### src/rtl/core/three_term_recurrence_checksum_defines.svh
// Assertion macros used by the checksum top level.
`ifndef THREE_TERM_RECURRENCE_CHECKSUM_DEFINES_SVH
`define THREE_TERM_RECURRENCE_CHECKSUM_DEFINES_SVH

// Same-cycle implication, clocked on aclk, off while in reset.
`define TTRC_ASSERT_SAME(label, ante, cons) \
    label: assert property (@(posedge aclk) disable iff (!aresetn) (ante) |-> (cons)) \
        else $error("ttrc assertion failed");

// Next-cycle implication, clocked on aclk, off while in reset.
`define TTRC_ASSERT_NEXT(label, ante, cons) \
    label: assert property (@(posedge aclk) disable iff (!aresetn) (ante) |=> (cons)) \
        else $error("ttrc assertion failed");

`endif

### src/rtl/core/ttrc_pkg.sv
`default_nettype none

package ttrc_pkg;

    localparam int unsigned BYTE_W = 8;
    localparam int unsigned TERM_W = 16;
    localparam int unsigned IDX_W  = 8;

    localparam logic [TERM_W-1:0] TERM_MOD     = 16'hFFFF;   // 65535
    localparam logic [TERM_W-1:0] PREV_INIT    = 16'd1;
    localparam logic [TERM_W-1:0] FIRST_OFFSET = 16'd7;
    localparam logic [IDX_W-1:0]  ALPHA_MUL    = 8'd17;
    localparam logic [IDX_W-1:0]  BETA_MUL     = 8'd31;

    // recurrence state carried from byte to byte
    typedef struct packed {
        logic [TERM_W-1:0] prev;
        logic [TERM_W-1:0] cur;
        logic [IDX_W-1:0]  idx;
        logic              first;
    } ttrc_state_t;

    // x mod 65535 for a 25-bit value: 2^16 == 1, so fold high onto low twice
    function automatic logic [TERM_W-1:0] mod_fold(input logic [24:0] x);
        logic [16:0] s1;
        logic [16:0] s2;
        s1 = {8'b0, x[24:16]} + {1'b0, x[15:0]};
        s2 = {16'b0, s1[16]} + {1'b0, s1[15:0]};
        if (s2[15:0] == TERM_MOD) begin
            mod_fold = '0;
        end else begin
            mod_fold = s2[15:0];
        end
    endfunction

endpackage

`default_nettype wire

### src/rtl/core/ttrc_term.sv
`default_nettype none

// One recurrence step: ((byte + alpha) * cur - beta * prev) mod 65535,
// negative differences wrapped as (d + 1) mod 65535.
module ttrc_term
    import ttrc_pkg::*;
(
    input  wire logic [BYTE_W-1:0] data_byte,
    input  wire ttrc_state_t       state,
    output logic [TERM_W-1:0]      term
);

    logic [IDX_W-1:0]  alpha;
    logic [IDX_W-1:0]  beta;
    logic [8:0]        coef;
    logic [24:0]       pos;
    logic [24:0]       neg;
    logic              is_neg;
    logic [24:0]       mag;
    logic [TERM_W-1:0] mag_mod;
    logic [16:0]       wrap;

    always_comb begin
        // 8-bit products, i.e. mod 256
        alpha      = state.idx * ALPHA_MUL;
        beta       = state.idx * BETA_MUL;
        coef       = {1'b0, data_byte} + {1'b0, alpha};
        pos        = {16'b0, coef} * {9'b0, state.cur};
        neg        = {17'b0, beta} * {9'b0, state.prev};
        is_neg     = pos < neg;
        mag        = is_neg ? (neg - pos) : (pos - neg);
        mag_mod    = mod_fold(mag);
        // 2^16 == 1 mod 65535: negative result is (1 - m) mod 65535
        wrap       = 17'h10000 - {1'b0, mag_mod};
        if (!is_neg) begin
            term = mag_mod;
        end else if (wrap >= {1'b0, TERM_MOD}) begin
            term = 16'(wrap - {1'b0, TERM_MOD});
        end else begin
            term = wrap[15:0];
        end
    end

endmodule

`default_nettype wire

### src/rtl/core/three_term_recurrence_checksum.sv
`default_nettype none

// Three-term recurrence checksum. Bytes of a message arrive one per request
// on the s_ channel, s_last_byte set on the final one; one 16-bit checksum
// (0..65534) leaves on the m_ channel per message. The block takes one byte
// per cycle sustained: a byte is captured in an input register, and from
// there one step of the recurrence (two small multipliers, a subtract
// and an end-around mod-65535 fold) updates the term registers; the loop
// through the term registers sets the rate. A final byte's checksum goes
// from the input register into the result register, which drives m_valid.
// Bytes that give no result never stall; a final byte waits in the input
// register only while a previous checksum is still held by m_ready low.
// There is no configuration.
module three_term_recurrence_checksum
    import ttrc_pkg::*;
(
    input  wire logic              aclk,
    input  wire logic              aresetn,

    input  wire logic              s_valid,
    output logic                   s_ready,
    input  wire logic [BYTE_W-1:0] s_data_byte,
    input  wire logic              s_last_byte,

    output logic                   m_valid,
    input  wire logic              m_ready,
    output logic [TERM_W-1:0]      m_checksum
);

    localparam ttrc_state_t STATE_INIT = '{
        prev:  PREV_INIT,
        cur:   '0,
        idx:   '0,
        first: 1'b1
    };

    // input register
    logic              in_valid_reg;
    logic [BYTE_W-1:0] in_byte_reg;
    logic              in_last_reg;

    // recurrence state
    ttrc_state_t       state_reg;
    ttrc_state_t       state_next;

    // result register
    logic              out_valid_reg;
    logic [TERM_W-1:0] out_sum_reg;

    logic              in_advance;
    logic              s_accept;
    logic [TERM_W-1:0] step_term;
    logic [TERM_W-1:0] new_cur;

    ttrc_term u_term (
        .data_byte (in_byte_reg),
        .state     (state_reg),
        .term      (step_term)
    );

    // a final byte needs the result register free (or freeing this cycle)
    assign in_advance = in_valid_reg && (!in_last_reg || !out_valid_reg || m_ready);
    assign s_ready    = !in_valid_reg || in_advance;
    assign s_accept   = s_valid && s_ready;

    assign new_cur = state_reg.first ? ({8'b0, in_byte_reg} + FIRST_OFFSET) : step_term;

    always_comb begin
        state_next = state_reg;
        if (in_advance) begin
            if (in_last_reg) begin
                state_next = STATE_INIT;       // next byte opens a new message
            end else if (state_reg.first) begin
                state_next.prev  = PREV_INIT;
                state_next.cur   = new_cur;
                state_next.idx   = 8'd1;
                state_next.first = 1'b0;
            end else begin
                state_next.prev = state_reg.cur;
                state_next.cur  = new_cur;
                state_next.idx  = state_reg.idx + 8'd1;   // wraps mod 256
            end
        end
    end

    always_ff @(posedge aclk) begin
        if (!aresetn) begin
            in_valid_reg  <= 1'b0;
            out_valid_reg <= 1'b0;
            state_reg     <= STATE_INIT;
        end else begin
            state_reg <= state_next;
            if (s_ready) begin
                in_valid_reg <= s_valid;
            end
            if (in_advance && in_last_reg) begin
                out_valid_reg <= 1'b1;
            end else if (m_ready) begin
                out_valid_reg <= 1'b0;
            end
        end
    end

    always_ff @(posedge aclk) begin
        if (s_accept) begin
            in_byte_reg <= s_data_byte;
            in_last_reg <= s_last_byte;
        end
        if (in_advance && in_last_reg) begin
            out_sum_reg <= new_cur;
        end
    end

    assign m_valid    = out_valid_reg;
    assign m_checksum = out_sum_reg;

    `include "three_term_recurrence_checksum_defines.svh"

    // checksum is always a residue mod 65535
    `TTRC_ASSERT_SAME(a_sum_range, m_valid, m_checksum != TERM_MOD)
    // the running term never leaves the residue range
    `TTRC_ASSERT_SAME(a_cur_range, 1'b1, state_reg.cur != TERM_MOD)
    // a pending message start holds the reset terms
    `TTRC_ASSERT_SAME(a_start_clean, state_reg.first,
                      state_reg.prev == PREV_INIT && state_reg.cur == '0 && state_reg.idx == '0)
    // a final byte leaves the state ready for a new message and a result pending
    `TTRC_ASSERT_NEXT(a_last_restart, in_advance && in_last_reg, state_reg.first && m_valid)

endmodule

`default_nettype wire
### config.mk
export PLATFORM = sky130hd
export DESIGN_NAME = three_term_recurrence_checksum
export DESIGN_NICKNAME = d
export VERILOG_FILES = /design/src/rtl/core/ttrc_pkg.sv /design/src/rtl/core/ttrc_term.sv /design/src/rtl/core/three_term_recurrence_checksum.sv
export VERILOG_INCLUDE_DIRS = /design/src /design/src/rtl/core
export SDC_FILE = /design/constraint.sdc
export NUM_CORES = 1
export LEC_CHECK = 0
export BUFFER_PORTS_ARGS = -buffer_cell sky130_fd_sc_hd__buf_2
export CAP_MARGIN = 0
export CELL_PAD_IN_SITES_DETAIL_PLACEMENT = 2
export CELL_PAD_IN_SITES_GLOBAL_PLACEMENT = 2
export CORE_MARGIN = 10
export CORE_UTILIZATION = 41
export DETAILED_ROUTE_END_ITERATION = 10
export GPL_ROUTABILITY_DRIVEN = 0
export HOLD_SLACK_MARGIN = 0.12
export PLACE_DENSITY = 0.84
export SKIP_LAST_GASP = 1
export SLEW_MARGIN = 5
export SYNTH_ARGS = -nofsm -noshare
export SYNTH_HDL_FRONTEND = slang
export SYNTH_SLANG_ARGS = --single-unit
export TNS_END_PERCENT = 100
### constraint.sdc
create_clock -name aclk -period 21.9 [get_ports aclk]
set_input_delay 4.38 -clock aclk [delete_from_list [all_inputs] [get_ports aclk]]
set_output_delay 4.38 -clock aclk [all_outputs]
set_load 0.1 [all_outputs]
==> results.yml, run 1 <==
critical_path:
  slowest_stage: "dfxtp_1"
  cpMostUsedCell: "a21oi_1"
  critPathMaxStageDelay_ns: 0.65
  worstSetupStartpointType: "flip-flop"
  rr_startpoint: "state_reg[2]$_SDFFE_PN0P_"
  rrSetupSlack_ns: 1.55
  critPathRequiredTime_ns: 22.12
  reg2reg_depth: 80
  path_buf_inv: 7
  cp_num_cells: 80
  cp-end-kind: "flip-flop"
  reg2reg_to: "state_reg[24]$_SDFFE_PN0P_"
  cp.arrival_ns: 20.57
  cp_max_fo: 30
  crit_type: "flip-flop to flip-flop"
  critPathTopFamily: "simple AND/OR/NAND/NOR gates"
timing:
  fin_setup_tns_ns: 0
  fmax_ghz: 0.0491
  slew_violations: 0
  period_share_pct: 92.9
  fin_skew_ns: 0.0161
  rsz0062_at_grt: "false"
  hold_viol: 0
  post-route-min-period_ns: 20.35
  worstMarginPinSlew_ns: 1.18
  relSlewSlack_pct: 21.6
  setup_violations: 0
logic_synthesis:
  netlist_instances: 1983
  yosys-top-cells-count: "inv_1 (312), nand2_1 (213), fa_1 (198), ha_1 (177), and2_1 (139)"
  synth_area_leaders: "fa_1 (24%), ha_1 (14%), inv_1 (7.2%)"
  synth_edf_count: 25
  synthesis.area_um2: 16300
  ys_warn_count: 0
  post_synth.cell_area_avg_um2: 8.20
  synth_top_area_share_pct: 24.4
  synthArstFlopShare_pct: 0
  synth-seq-area-share_pct: 9.91
  syn_nets: 2371
  yosysTopAreaCell: "fa_1"
  ys_ff_latch: 68
  yosysMostFrequentCell: "inv_1"
  synthFlopType: "dfxtp_1"
  synth_cell_type_count: 98
global_route:
  grt_start_max_net_pins: 42
  grt_pass1_vias: 17000
  grt_pass1_wl_mm: 100
  overflow: 0
  antenna_found_initial: 1
  track_usage_pct: 26.9
detailed_routing:
  drtIter0Drc: 960
  vias: 14700
  via_per_inst: 5.92
  ant_nets: 0
  first_pass_iters: 6
  detail_route.wl_per_cell_um: 26.0
  drt_wl_total_mm: 64.6
  drcViolationCount: 0
hold_path:
  whs_path_depth: 1
  hold_end: "state_reg[7]$_SDFFE_PN0P_"
  min_path_type: "flip-flop to flip-flop"
  min_from: "state_reg[7]$_SDFFE_PN0P_"
floorplanning:
  die_h_um: 219
  top_level_ports: 31
  rows: 72
  start_util_pct: 41.8
  dieArea_um2: 48000
  coreArea_um2: 38900
  dieWidth_um: 219
layout:
  syn2layout_area_growth_pct: 5.85
  largest_reg_flops: 41
  nFillCells: 4436
  nNetsFinal: 2355
  layout-drive-gt1-share_pct: 5.48
  antenna_cells: 0
cts:
  clk-insertion-delay-late_ns: 0.37
  htree_levels: 3
  cts.clk_slew.worst_paths_ns: 0.07
  cts_inserted_buffers: 9
  cts-root-buf: "clkbuf_16"
  cts_num_sinks: 68
  tritoncts: "built"
  cts_max_path_buffers: 2
outcome:
  status: "completed"
flow_run:
  drv_cap: 0
place:
  portBuffers: 30
  dp_hpwl_mm: 51.5
per-stage QoR:
step	utilization (%)	setup WS, ns	hold WS (ns)	instance area, µm²	std cells
5_1_grt	44.2	0.0764	0.599	17200	2490
6_report	44.2	1.55	0.558	17200	2490
4_1_cts	44.1	1.14	0.558	17200	2490
3_3_place_gp	43.4	2.77	0.503	16900	2474
2_1_floorplan	-	4.25	0.459	16300	1983
3_5_place_dp	43.4	1.46	0.526	16900	2474
worst max-delay path by stage:
| stage | endpoint | start |
|---|---|---|
| 2_1_floorplan | state_reg[11]$_SDFFE_PN0P_ | state_reg[2]$_SDFFE_PN0P_ |
| 3_3_place_gp | m_checksum[1]$_DFFE_PP_ | state_reg[2]$_SDFFE_PN0P_ |
| 3_5_place_dp | m_checksum[1]$_DFFE_PP_ | state_reg[1]$_SDFFE_PN0P_ |
| 4_1_cts | m_checksum[1]$_DFFE_PP_ | state_reg[1]$_SDFFE_PN0P_ |
| 5_1_grt | m_checksum[1]$_DFFE_PP_ | state_reg[2]$_SDFFE_PN0P_ |
| 6_report | state_reg[24]$_SDFFE_PN0P_ | state_reg[2]$_SDFFE_PN0P_ |
final cells by class:
type,count,area (µm²),share of cell area [%]
timing repair buffer,45,263,1.53
clock buffer,10,229,1.33
sequential,68,1610,9.37
tap,518,648,3.77
clock inverter,6,63.8,0.371
multi-input combinational,1528,13200,76.8
inverter,315,1180,6.87
what timing repair did:
| item | CTS | global route |
|---|---|---|
| setup endpoints to repair | 0 | 32 |
| setup buffers | 0 | 0 |
| hold buffers | 0 | 0 |
| resized for setup | 0 | 5 |
layer usage:
metal  up-vias  GRT usage [%]  share of wire, %
met3       147           2.53               3.7
met2       404           47.9                51
li1       6454              -                 -
met4         0           12.2               4.4
met5         -              0                 0
met1      7742           32.1                41
cell families after synthesis:
logic type / synth area share (%)
simple gates: 20.1
buf+inv: 9.04
compound gates: 16.2
fa+ha+maj: 38.0
xor+xnor: 6.14
flops: 9.91
mux: 0.624
placed cells by master, fill, tap and decap left out, types with 29 or more instances in the layout:
cell type and n:
nand2_1 213, nor2b_1 31, ha_1 176, fa_1 198, a21o_1 35, buf_2 30, nor2_1 96, a21oi_1 120
xnor2_1 83, nand3_1 35, xor2_1 29, and2_1 139, dfxtp_1 43, inv_1 312, o21ai_0 60
Power of run 1 is not shown: default switching activity piles up to over one toggle a cycle in this logic, so the estimate is an artifact.
==> inputs of run 2 (changes only) <==
--- a/config.mk
+++ b/config.mk
@@ -10,6 +10,7 @@
 export CAP_MARGIN = 0
 export CELL_PAD_IN_SITES_DETAIL_PLACEMENT = 2
 export CELL_PAD_IN_SITES_GLOBAL_PLACEMENT = 2
+export CORE_ASPECT_RATIO = 1.75
 export CORE_MARGIN = 10
 export CORE_UTILIZATION = 41
 export DETAILED_ROUTE_END_ITERATION = 10
==> run 2 against run 1 <==
  * Die area grew 0.65%
  * Routed wire length grew 5.3%
  * Register-to-register slack is essentially flat
  * Sequential share of layout area is essentially flat
  * Cell count shrank 1.1%
  * Clock skew shrank 0.0071 ns
  * Fmax is essentially flat
  * Critical path type unchanged
  * Highest routed layer unchanged
==> results.yml, run 2 (same netlist as run 1, synthesis figures left out) <==
hold_path:
  hold_end: "state_reg[7]$_SDFFE_PN0P_"
  whs_path_depth: 1
  min_from: "state_reg[7]$_SDFFE_PN0P_"
  min_path_type: "flip-flop to flip-flop"
cts:
  htree_levels: 3
  cts.clk_slew.worst_paths_ns: 0.06
  cts-root-buf: "clkbuf_16"
  clk-insertion-delay-late_ns: 0.36
  cts_hold_buffers: 0
  cts_inserted_buffers: 9
  tritoncts: "built"
  cts_max_path_buffers: 2
  cts_num_sinks: 68
global_route:
  antenna_found_initial: 0
  grt_pass1_wl_mm: 104
  grt_pass1_vias: 17600
  grt_start_max_net_pins: 38
  track_usage_pct: 28.1
  overflow: 0
timing:
  fin_skew_ns: 0.00903
  post-route-min-period_ns: 20.35
  setup_violations: 0
  period_share_pct: 92.9
  slew_violations: 0
  fmax_ghz: 0.0491
  worstMarginPinSlew_ns: 1.09
  fin_setup_tns_ns: 0
  rsz0062_at_grt: "false"
  relSlewSlack_pct: 27.1
  hold_viol: 0
floorplanning:
  die_h_um: 283
  dieArea_um2: 48300
  start_util_pct: 41.5
  dieWidth_um: 171
  coreArea_um2: 39200
  top_level_ports: 31
  rows: 96
detailed_routing:
  vias: 14800
  ant_nets: 0
  drtIter0Drc: 601
  drt_wl_total_mm: 68.1
  via_per_inst: 6.01
  detail_route.wl_per_cell_um: 27.6
  drcViolationCount: 0
  first_pass_iters: 5
critical_path:
  critPathRequiredTime_ns: 21.98
  cp.arrival_ns: 20.44
  cpMostUsedCell: "a21oi_1"
  cp-end-kind: "flip-flop"
  slowest_stage: "fa_1"
  reg2reg_to: "m_checksum[1]$_DFFE_PP_"
  cp_max_fo: 24
  rrSetupSlack_ns: 1.55
  critPathMaxStageDelay_ns: 0.55
  crit_type: "flip-flop to flip-flop"
  rr_startpoint: "state_reg[1]$_SDFFE_PN0P_"
  worstSetupStartpointType: "flip-flop"
  reg2reg_depth: 77
place:
  portBuffers: 30
  dp_hpwl_mm: 55.4
layout:
  final_util_pct: 43.9
  antenna_cells: 0
  final_common_cell: "inv_1"
  nNetsFinal: 2356
  syn2layout_area_growth_pct: 5.87
  layout-drive-gt1-share_pct: 5.47
  largest_reg_flops: 41
  layout_common_cells: "inv_1 (312), nand2_1 (213), fa_1 (198), ha_1 (177), and2_1 (139)"
  nFillCells: 4442
outcome:
  status: "completed"
flow_run:
  drv_cap: 0
run 2: changes by cell type in the layout (fill, tap and decap cells not counted):
| cell | previous run | this run |
|---|---|---|
| clkbuf_1 | 1 | 3 |
| clkbuf_8 | 0 | 2 |
| clkinvlp_4 | 2 | 0 |
| xnor2_1 | 83 | 81 |
| xnor2_2 | 0 | 2 |
| buf_4 | 15 | 16 |
| clkinv_2 | 2 | 1 |
| ha_1 | 176 | 177 |
| ha_2 | 1 | 0 |
| inv_6 | 1 | 0 |
| nor2_2 | 2 | 1 |
| nor2_4 | 1 | 2 |
| nor3_2 | 3 | 2 |
| nor3_4 | 1 | 2 |
run 2: layout make-up:
class | count | area (µm²) | area share, %
clock buffers | 14 | 264 | 1.53
repair buffers | 46 | 270 | 1.57
well taps | 490 | 613 | 3.56
multi-input cells | 1528 | 13200 | 76.9
flip-flops and latches | 68 | 1610 | 9.37
clock inverters | 2 | 35.0 | 0.204
inverters | 315 | 1180 | 6.87
run 2: what timing repair did:
action	in CTS	in global routing
hold endpoints to repair	0	0
setup buffers	0	0
endpoints found under the setup margin	0	32
resized for setup	0	5
run 2: per-layer routing:
| layer | GRT usage (%) | wire, µm |
|---|---|---|
| met5 | 0 | 0 |
| met4 | 21.5 | 5920 |
| met3 | 3.02 | 1940 |
| met2 | 53.5 | 37500 |
| met1 | 26.3 | 22700 |
run 2: worst max path at each step:
stage / startpoint / end
6_report: state_reg[1]$_SDFFE_PN0P_ / m_checksum[1]$_DFFE_PP_
5_1_grt: state_reg[1]$_SDFFE_PN0P_ / m_checksum[1]$_DFFE_PP_
4_1_cts: state_reg[1]$_SDFFE_PN0P_ / m_checksum[1]$_DFFE_PP_
3_5_place_dp: state_reg[2]$_SDFFE_PN0P_ / m_checksum[1]$_DFFE_PP_
3_3_place_gp: state_reg[2]$_SDFFE_PN0P_ / m_checksum[1]$_DFFE_PP_
2_1_floorplan: state_reg[2]$_SDFFE_PN0P_ / state_reg[11]$_SDFFE_PN0P_
run 2: stage by stage:
stage | hold WS [ns] | area [µm²] | cells | worst slack (ns)
floorplan | 0.459 | 16300 | 1983 | 4.25
global placement | 0.512 | 16900 | 2447 | 2.48
detailed placement | 0.534 | 16900 | 2447 | 1.19
CTS | 0.549 | 17200 | 2463 | 1.04
global route | 0.578 | 17200 | 2463 | 0.0470
finish | 0.544 | 17200 | 2463 | 1.55
run 2: worst max-delay path, delay by kind of cell (launching register included):
family                     cells  cell delay [ns]
xor gates and xnor gates       4             1.01
AOI/OAI and AO/OA             26             5.49
DFF                            1             0.42
muxes                          1             0.34
buffers and inverters          8             1.06
adders and majority gates     15             5.81
and+or+nand+nor               23             5.92
Power of run 2 is left out for the same reason.
==> inputs of run 3 (changes only) <==
--- a/config.mk
+++ b/config.mk
@@ -12,11 +12,11 @@
 export CELL_PAD_IN_SITES_GLOBAL_PLACEMENT = 2
 export CORE_ASPECT_RATIO = 1.75
 export CORE_MARGIN = 10
-export CORE_UTILIZATION = 41
+export CORE_UTILIZATION = 35
 export DETAILED_ROUTE_END_ITERATION = 10
 export GPL_ROUTABILITY_DRIVEN = 0
 export HOLD_SLACK_MARGIN = 0.12
-export PLACE_DENSITY = 0.84
+export PLACE_DENSITY = 0.73
 export SKIP_LAST_GASP = 1
 export SLEW_MARGIN = 5
 export SYNTH_ARGS = -nofsm -noshare
==> run 3 against run 2 <==
  * Worst hold slack improved by 0.012 ns
  * Routed wire length decreased by 8.4%
  * Register-to-register slack improved by 0.11 ns
  * Fmax increased by 0.54%
  * Count of clock-buffer cells in the layout decreased by 2
  * Design area increased by 0.78%
  * Clock skew decreased by 0.0051 ns
  * Largest cell class unchanged
==> results.yml, run 3 (same netlist as run 1, synthesis figures left out) <==
cts:
  clk-insertion-delay-late_ns: 0.35
  cts_inserted_buffers: 9
  tritoncts: "built"
  cts.clk_slew.worst_paths_ns: 0.06
  cts_num_sinks: 68
  htree_levels: 3
  cts_hold_buffers: 0
  cts-root-buf: "clkbuf_16"
  cts_max_path_buffers: 2
layout:
  final_common_cell: "inv_1"
  layout_common_cells: "inv_1 (312), nand2_1 (212), fa_1 (198), ha_1 (177), and2_1 (139)"
  syn2layout_area_growth_pct: 6.69
  stdcell_area_um2: 17300
  largest_reg_flops: 41
  multi_input_area_um2: 13300
  final_util_pct: 37.8
  nNetsFinal: 2352
  nFillCells: 5253
  antenna_cells: 0
  regArea_um2: 1610
  layout-drive-gt1-share_pct: 5.64
detailed_routing:
  first_pass_iters: 5
  via_per_inst: 5.58
  detail_route.wl_per_cell_um: 24.4
  vias: 14200
  drt_wl_total_mm: 62.3
  drcViolationCount: 0
  ant_nets: 0
  drtIter0Drc: 637
timing:
  fin_skew_ns: 0.00392
  rsz0062_at_grt: "false"
  period_share_pct: 92.4
  fin_setup_tns_ns: 0
  relSlewSlack_pct: 15.7
  post-route-min-period_ns: 20.25
  fmax_ghz: 0.0494
  worstMarginPinSlew_ns: 1.23
  slew_violations: 0
  hold_viol: 0
  setup_violations: 0
critical_path:
  worstSetupStartpointType: "flip-flop"
  cp.arrival_ns: 20.33
  slowest_stage: "nor4_2"
  critPathMaxStageDelay_ns: 0.59
  reg2reg_to: "m_checksum[1]$_DFFE_PP_"
  rr_startpoint: "state_reg[3]$_SDFFE_PN0P_"
  cpMostUsedCell: "inv_1"
  reg2reg_depth: 78
  crit_type: "flip-flop to flip-flop"
  cp-end-kind: "flip-flop"
  critPathRequiredTime_ns: 21.99
  rrSetupSlack_ns: 1.65
  cp_max_fo: 30
place:
  dp_hpwl_mm: 52.4
  portBuffers: 30
  post_dp_cell_area_um2: 17000
global_route:
  grt_pass1_vias: 16600
  track_usage_pct: 22.4
  overflow: 0
  grt_start_max_net_pins: 38
  antenna_found_initial: 2
  grt_pass1_wl_mm: 97.3
hold_path:
  min_from: "state_reg[7]$_SDFFE_PN0P_"
  whs_path_depth: 1
  min_path_type: "flip-flop to flip-flop"
  hold_end: "state_reg[7]$_SDFFE_PN0P_"
floorplanning:
  rows: 104
  coreArea_um2: 45900
  start_util_pct: 35.4
  die_h_um: 305
  top_level_ports: 31
  dieArea_um2: 55800
  dieWidth_um: 183
outcome:
  status: "completed"
flow_run:
  drv_cap: 0
==> run 3: how the worst max path moves through the flow <==
stage | slack (ns) | to | from
2_1_floorplan | 4.25 | state_reg[11]$_SDFFE_PN0P_ | state_reg[2]$_SDFFE_PN0P_
3_5_place_dp | 1.43 | m_checksum[1]$_DFFE_PP_ | state_reg[2]$_SDFFE_PN0P_
4_1_cts | 1.35 | m_checksum[1]$_DFFE_PP_ | state_reg[2]$_SDFFE_PN0P_
6_report | 1.65 | m_checksum[1]$_DFFE_PP_ | state_reg[3]$_SDFFE_PN0P_
5_1_grt | 0.01 | m_checksum[1]$_DFFE_PP_ | state_reg[2]$_SDFFE_PN0P_
3_3_place_gp | 2.42 | m_checksum[1]$_DFFE_PP_ | state_reg[2]$_SDFFE_PN0P_
==> run 3: layout make-up <==
class | instances | area share (%)
Clock buffer | 12 | 1.54
Clock inverter | 4 | 0.317
Inverter | 315 | 6.82
Multi-Input combinational cell | 1528 | 76.4
Sequential cell | 68 | 9.29
Tap cell | 583 | 4.21
Timing Repair Buffer | 42 | 1.39
==> run 3: what timing repair did <==
action,4_1_cts,5_1_grt
resized for setup,0,4
setup endpoints to repair,0,32
buffers inserted,0,0
==> run 3: metal layers <==
| metal | share of wire (%) | global-route usage (%) | vias to the layer above |
|---|---|---|---|
| met2 | 57 | 44.2 | 259 |
| li1 | - | - | 6442 |
| met3 | 1.9 | 1.48 | 148 |
| met5 | 0 | 0 | - |
| met4 | 6.2 | 12.4 | 0 |
| met1 | 35 | 22.3 | 7395 |
==> run 3: through the flow <==
stage	hold slack, ns	setup WS, ns	instances
after CTS	0.551	1.35	2552
after detailed placement	0.543	1.43	2536
final	0.556	1.65	2552
after floorplan	0.459	4.25	1983
after global routing	0.604	0.0101	2552
after global placement	0.509	2.42	2536
==> run 3: critical path, delay by kind of cell, from the launching register on <==
kind | cells | cell delay, ns
buf+inv | 11 | 1.39
flops | 1 | 0.56
xor+xnor | 4 | 0.86
mux | 1 | 0.27
simple gates | 23 | 5.93
fa+ha+maj | 14 | 5.73
compound gates | 25 | 5.21
Power of run 3 is left out for the same reason.
